[config.mk]
export PLATFORM = sky130hd
export DESIGN_NAME = frtg_divider
export DESIGN_NICKNAME = d
export VERILOG_FILES = /design/src/frtg_pkg.sv /design/src/frtg_divider.sv
export SDC_FILE = /design/constraint.sdc
export NUM_CORES = 1
export LEC_CHECK = 0
export ABC_CLOCK_PERIOD_IN_PS = 2980
export BUFFER_PORTS_ARGS = -buffer_cell sky130_fd_sc_hd__buf_2
export CAP_MARGIN = 0
export CORE_MARGIN = 3
export CORE_UTILIZATION = 55
export DETAILED_ROUTE_END_ITERATION = 7
export PLACE_DENSITY_LB_ADDON = 0.1
export SLEW_MARGIN = 5
export SYNTH_ARGS = -nofsm -noshare
export SYNTH_HDL_FRONTEND = slang
export SYNTH_SLANG_ARGS = --single-unit
export TNS_END_PERCENT = 1
[constraint.sdc]
create_clock -name clk_i -period 2.98 [get_ports clk_i]
set_input_delay 0.298 -clock clk_i [delete_from_list [all_inputs] [get_ports clk_i]]
set_output_delay 0.298 -clock clk_i [all_outputs]
set_load 0.01 [all_outputs]
[src/frtg_pkg.sv]
`timescale 1ns / 1ps
`default_nettype none
// ----------------------------------------------------------------------------
// Frame rate tier governor package
// Shared widths, constants, register indexes and codes of the governor.
// ----------------------------------------------------------------------------
package frtg_pkg;

  localparam int unsigned WIN_SAMPLES = 64;
  localparam int unsigned WIN_AW      = (WIN_SAMPLES > 1) ? $clog2(WIN_SAMPLES) : 1;
  localparam int unsigned CNT_W       = $clog2(WIN_SAMPLES + 1);

  localparam int unsigned RATE_W   = 14;
  localparam int unsigned DELTA_W  = 22;
  localparam int unsigned SUM_W    = RATE_W + $clog2(WIN_SAMPLES);
  localparam int unsigned TIMER_W  = 24;
  localparam int unsigned INTV_W   = 23;
  localparam int unsigned DETAIL_W = 5;
  localparam int unsigned TIER_W   = 2;
  localparam int unsigned EVT_W    = 2;

  localparam int unsigned DIV_NW = 24;
  localparam int unsigned DIV_DW = 22;
  localparam int unsigned DIV_CW = $clog2(DIV_NW + 1);

  localparam logic [DIV_NW-1:0]   RATE_NUMERATOR = DIV_NW'(16000000);
  localparam logic [RATE_W-1:0]   RATE_MAX       = RATE_W'(16383);
  localparam logic [DETAIL_W-1:0] DETAIL_MIN     = DETAIL_W'(5);
  localparam logic [DETAIL_W-1:0] DETAIL_MAX     = DETAIL_W'(20);
  localparam logic [DETAIL_W-1:0] DETAIL_RESET   = DETAIL_W'(10);

  localparam int unsigned CFG_IDX_W  = 3;
  localparam int unsigned CFG_DATA_W = 23;

  localparam logic [RATE_W-1:0] TARGET_RESET    = RATE_W'(480);
  localparam logic [RATE_W-1:0] DOWNGRADE_RESET = RATE_W'(400);
  localparam logic [RATE_W-1:0] UPGRADE_RESET   = RATE_W'(560);
  localparam logic [INTV_W-1:0] INTERVAL_RESET  = INTV_W'(2000000);

  typedef enum logic [CFG_IDX_W-1:0] {
    REG_TARGET    = 3'd0,
    REG_DOWNGRADE = 3'd1,
    REG_UPGRADE   = 3'd2,
    REG_INTERVAL  = 3'd3,
    REG_AUTO      = 3'd4,
    REG_DETAIL    = 3'd5,
    REG_MOBILE    = 3'd6
  } cfg_reg_e;

  typedef enum logic [TIER_W-1:0] {
    TIER_LOW  = 2'd0,
    TIER_MED  = 2'd1,
    TIER_HIGH = 2'd2
  } tier_e;

  typedef enum logic [EVT_W-1:0] {
    EVT_NONE = 2'd0,
    EVT_SLOW = 2'd1,
    EVT_FAST = 2'd2
  } event_e;

  typedef enum logic [2:0] {
    ST_IDLE,
    ST_RATE,
    ST_UPDATE,
    ST_AVG,
    ST_DONE
  } state_e;

endpackage

`default_nettype wire

[src/frtg_divider.sv]
`timescale 1ns / 1ps
`default_nettype none
// ----------------------------------------------------------------------------
// Frame rate tier governor divider
// Shared restoring divider producing one quotient bit per cycle.
// ----------------------------------------------------------------------------
module frtg_divider
  import frtg_pkg::*;
(
  input  wire logic              clk_i,
  input  wire logic              rst_ni,
  input  wire logic              start_i,
  input  wire logic [DIV_NW-1:0] num_i,
  input  wire logic [DIV_DW-1:0] den_i,
  output logic                   done_o,
  output logic      [DIV_NW-1:0] quo_o
);

  logic [DIV_NW-1:0] quo_q, quo_d;
  logic [DIV_DW-1:0] rem_q, rem_d;
  logic [DIV_DW-1:0] den_q;
  logic [DIV_CW-1:0] cnt_q;
  logic              busy_q;
  logic              done_q;
  logic [DIV_DW:0]   shifted;
  logic [DIV_DW:0]   diff;

  always_comb begin
    shifted = {rem_q, quo_q[DIV_NW-1]};
    diff    = shifted - {1'b0, den_q};
    if (shifted >= {1'b0, den_q}) begin
      rem_d = diff[DIV_DW-1:0];
      quo_d = {quo_q[DIV_NW-2:0], 1'b1};
    end else begin
      rem_d = shifted[DIV_DW-1:0];
      quo_d = {quo_q[DIV_NW-2:0], 1'b0};
    end
  end

  always_ff @(posedge clk_i or negedge rst_ni) begin
    if (!rst_ni) begin
      busy_q <= 1'b0;
      done_q <= 1'b0;
      cnt_q  <= '0;
    end else if (start_i) begin
      busy_q <= 1'b1;
      done_q <= 1'b0;
      cnt_q  <= DIV_CW'(DIV_NW);
    end else if (busy_q) begin
      cnt_q  <= cnt_q - DIV_CW'(1);
      busy_q <= (cnt_q != DIV_CW'(1));
      done_q <= (cnt_q == DIV_CW'(1));
    end else begin
      done_q <= 1'b0;
    end
  end

  always_ff @(posedge clk_i) begin
    if (start_i) begin
      quo_q <= num_i;
      rem_q <= '0;
      den_q <= den_i;
    end else if (busy_q) begin
      quo_q <= quo_d;
      rem_q <= rem_d;
    end
  end

  assign done_o = done_q;
  assign quo_o  = quo_q;

endmodule

`default_nettype wire
Yosys cells after proc, flatten, opt, wreduce, memory -nomap -nowiden
Cells that the tools add are included.
{ "word_totals": {"regBits": 75, "mem_count": 0, "mem_bits_rw": 0, "word_cells": 22, "rom_bits": 0, "output_inout_bits": 25, "latch_bits": 0} }
{ "op_classes": {"n_addsub": 2, "bitwise": 0, "multipliers": 0, "n_eq_ne": 2, "reduce_logical": 1, "n_shift": 0, "n_div": 0, "muxes": 10, "magnitude_cmp": 1} }
{ "op_table": {"columns": ["cell", "n"], "rows": [
  ["two-way mux 24 bit", 2],
  [">= comparator 23 x 22 -> 1 bit", 1],
  ["two-way mux 22 bit", 1],
  ["subtractor 22 bit", 1],
  ["two-way mux 5 bit", 2],
  ["== test 5 x 1 -> 1 bit (second input constant)", 1],
  ["two-way mux 1 bit", 5],
  ["inequality test 5 x 1 -> 1 bit (second input constant)", 1],
  ["subtractor 5 x 1 -> 5 bit (second input constant)", 1],
  ["nonzero test 2 bit", 1]
]} }

Logic depth before layout (Yosys ltp)
{ "logic_depth": {"ltp_word": 4, "depth_mapped": 12, "ltp_nobuf": 12} }

Worst setup path after synthesis
Ideal clock, no wire load.
{ "synth_path": {"kind": "register to register", "startpoint": "reg quo_q[23], in the netlist quo_o[23]", "endpoint": "reg rem_q[20]", "synth_period_minus_slack_ns": 2.582, "setup_time_ns": 0.086, "t_required_ns": 2.894, "setup_slack_ns": 0.398, "stages_incl_launch_ff": 13, "t_arrival_ns": 2.496, "path_cell_list": "edfxtp_1 inv_1 ha_1 inv_1 fa_1 a211oi_1 nor2_1 o22a_1 a311oi_1 o21ai_1 xor2_1 mux2i_1 a211oi_1"} }
{ "synth_via": {"elab_chain_cells": 2, "elab_cells_between_ends": 3, "classes_between": "add/sub (1); order compare (1); mux (1)"} }
{ "synth_rtl": {"columns": ["element", "line", "text"], "rows": [
  ["start, declared", "frtg_divider.sv:19", "logic [DIV_NW-1:0] quo_q, quo_d;"],
  ["start signal, assigned", "frtg_divider.sv:60", "quo_q <= num_i;"],
  ["start signal, assigned", "frtg_divider.sv:64", "quo_q <= quo_d;"],
  ["subtractor 22 bit / >= comparator 23 x 22 -> 1 bit (equally long branches)", "frtg_divider.sv:30, frtg_divider.sv:31", null],
  ["two-way mux 22 bit *", "frtg_divider.sv:31", "if (shifted >= {1'b0, den_q}) begin"],
  ["end signal, assigned", "frtg_divider.sv:65", "rem_q <= rem_d;"],
  ["end, declared", "frtg_divider.sv:20", "logic [DIV_DW-1:0] rem_q, rem_d;"]
]} }
Every way passes the cells marked *; elsewhere a longest branch is shown, timed or not.
A chain may end at the register's enable or synchronous reset.

Worst setup path in the final report
Same ends and word-level chain as after synthesis.

==> flow_summary.ini <==
[min_path]
hold_end = den_q[8]
hp-start = den_i[8]
holdPathStages = 1
holdCritPathClass = in -> reg

[global_route]
grt_start_max_net_pins = 46
grt_antenna_before_repair = 0
grt_pass1_vias = 3086
grt_pass1_wl_mm = 14.1
grt_overflow = 0
groute.usage.overall_pct = 20.6

[final_layout]
final_cell_area_um2 = 4870
areaGrowthSynthToFinish_pct = 17.2
final_common_cell = buf_2
num_antenna_cells = 0
drive_gt1_share_pct = 28.0
mostFrequentLayoutCells = buf_2, edfxtp_1, nor2_1
fin_cells = 560
num-nets-final = 530

[sta]
fmax_ghz = 0.362
finalCritPeriodShare_pct = 92.6
skew_ps = 17.2
tightest_slew_ps = 902
tns_ps = 0
layout_min_cycle_time_ps = 2760
setup_violations = 0
slew_headroom_pct = 39.8
drv_slew = 0
hold_viol_final = 0
hold_slack_ps = 112

[floorplan]
core_area_um2 = 7290
start_util_pct = 57.0
io_pins = 74
core.rowCount = 31
fp.dieArea_um2 = 8640
fp.dieW_um = 92.9
die_h_um = 92.9

[power_and_ir_drop]
pwr-share-comb_pct = 39.6
switchingPower_uw = 1280
p_leak_uw = 0.00207
power.density_nw_per_um2 = 765
seqPwrFrac_pct = 38.0
irDropWorstVdd_v = 0.000370
clkPwrFrac_pct = 22.4
intPower_uw = 2450
sw_frac_of_total_pct = 34.2

[clocking]
cts_tree = yes
cts_root_buffer = clkbuf_8
clock_path_buffers = 2
htreeDepth = 3
clk_latency_ps = 360
numCtsBuffers = 9
path_clk_slew_ps = 80
cts.sinks = 75

[drt]
first_pass_iters = 4
wire_per_inst_um = 15.0
drc_errors = 0
postRouteAntennaNets = 0
routed_wl_mm = 8.38
vias_per_cell = 5.47
vias = 3062
drt_iter0_markers = 178

[logic_synthesis]
syn_nets = 450
syn_area_per_cell_um2 = 11.1
synthCells = 376
synth_async_sr_flop_share_pct = 9.33
synth_ff_type = edfxtp_1
synth_edf_count = 46
synth-seq-area-share_pct = 48.0
netlist_area_um2 = 4160
ys_ff_latch = 75
ys_warn_count = 0
synth_cell_types = 62

[critical_path]
critPathLaunch = quo_o[23]
r2r_start = quo_o[23]
regToRegSetupSlack_ps = 220
crit_fanout = 4
cp-start-kind = flop
critPathArrivalTime_ps = 3010
reg2reg_depth = 12
r2r-end = rem_q[20]
worst_setup_path_end_kind = flop
setup.worst_path.class = reg -> reg
crit_required_ps = 3230

[place]
portBuffers = 73
placed_area_um2 = 4640
gp_congestion = 0.882
dp_hpwl_mm = 5.88
dp.cells = 542

[run_status]
status = completed

[flow_run]
cap_violations = 0
[routing by layer]
layer  up-vias  track usage [%]  routed length, µm
li1       1543                -                  -
met1      1446             26.5               3750
met2        69             33.7               4150
met3         4             5.69                419
met4         0             6.59                 61
met5         -                0                  0
[layout make-up]
type,count,area [µm²]
fill,624,2420
sequential,75,2000
multi-input combinational,260,1990
timing repair buffer,81,440
clock buffer,10,128
tap,99,124
inverter,29,109
clock inverter,6,81.3
[synth_stat cells (2+ instances only)]
cell type	n	share of area (%)
xor2_1	4	0.84
a31oi_1	2	0.30
nand4_1	5	0.75
o2bb2ai_1	2	0.42
mux2i_1	15	3.6
a21o_1	6	1.1
o21bai_1	4	0.72
nor2_1	33	3.0
a21oi_1	17	2.0
a31o_1	2	0.42
or3b_2	2	0.42
nor3_1	6	0.72
mux2_2	24	6.5
xnor2_1	15	3.2
clkbuf_1	5	0.45
o211a_1	2	0.48
nor2b_1	3	0.45
nand2b_1	5	0.75
nor3b_1	2	0.36
o21a_1	4	0.72
dfrtp_1	7	4.2
buf_1	5	0.45
a211oi_1	17	3.1
inv_1	29	2.6
dfxtp_1	22	11
edfxtp_1	46	33
o21ai_0	8	0.96
a211o_1	2	0.42
nand2_1	19	1.7
o21ai_1	8	0.96
ha_1	24	7.2
[state kept, by name (all words and copies together) (netlist names)]
name    flops
done_o      1
quo_o      24
busy_q      1
den_q      22
cnt_q       5
rem_q      22
[metrics by stage]
stage | setup slack [ps] | util [%] | power (µW)
6_report | 221 | 66.8 | 3730
5_1_grt | -9.36 | 66.8 | 3990
4_1_cts | 6.34 | 66.6 | 3750
3_5_place_dp | 68.0 | 63.6 | 2890
3_3_place_gp | 199 | 63.6 | 2850
2_1_floorplan | 398 | - | 2560
[logic make-up (layout without fill, tap and decap cells)]
group | count (synthesis) | in the layout | share of synthesized area (%)
compound gates | 89 | 89 | 15.2
xor+xnor | 19 | 19 | 4.00
fa+ha+maj | 25 | 25 | 7.70
buf+inv | 41 | 126 | 4.15
flops | 75 | 75 | 48.0
mux | 40 | 40 | 10.4
simple gates | 87 | 87 | 10.5
[power groups by stage]
| stage | clock [µW] | combinational (µW) | sequential (µW) |
|---|---|---|---|
| floorplan | 0 | 1120 | 1430 |
| global placement | 0 | 1420 | 1430 |
| detailed placement | 0 | 1450 | 1440 |
| CTS | 863 | 1470 | 1420 |
| global route | 904 | 1640 | 1440 |
| finish | 837 | 1480 | 1420 |
[worst max-delay path: stages, from the launching register on]
cell	delay (ps)
edfxtp_1	380
inv_1	90
ha_1	150
inv_1	50
fa_1	410
a211oi_1	250
nor2_1	130
o22a_1	220
a311oi_2	330
o21ai_1	130
xor2_1	160
mux2i_1	100
a211oi_1	250
[worst max-delay path by stage]
stage / slack, ps / endpoint
floorplan: 400 / rem_q[20]
global placement: 200 / rem_q[20]
detailed placement: 70 / rem_q[20]
CTS: 6 / rem_q[20]
global route: -9 / rem_q[16]
finish: 220 / rem_q[20]
[timing repair]
item / in CTS / in global routing
resized for setup: 0 / 1
endpoints found under the hold margin: 7 / 0
setup buffers: 0 / 1
hold buffers: 1 / 0
setup endpoints to repair: 0 / 3
Power figures use the tool's default switching activity.
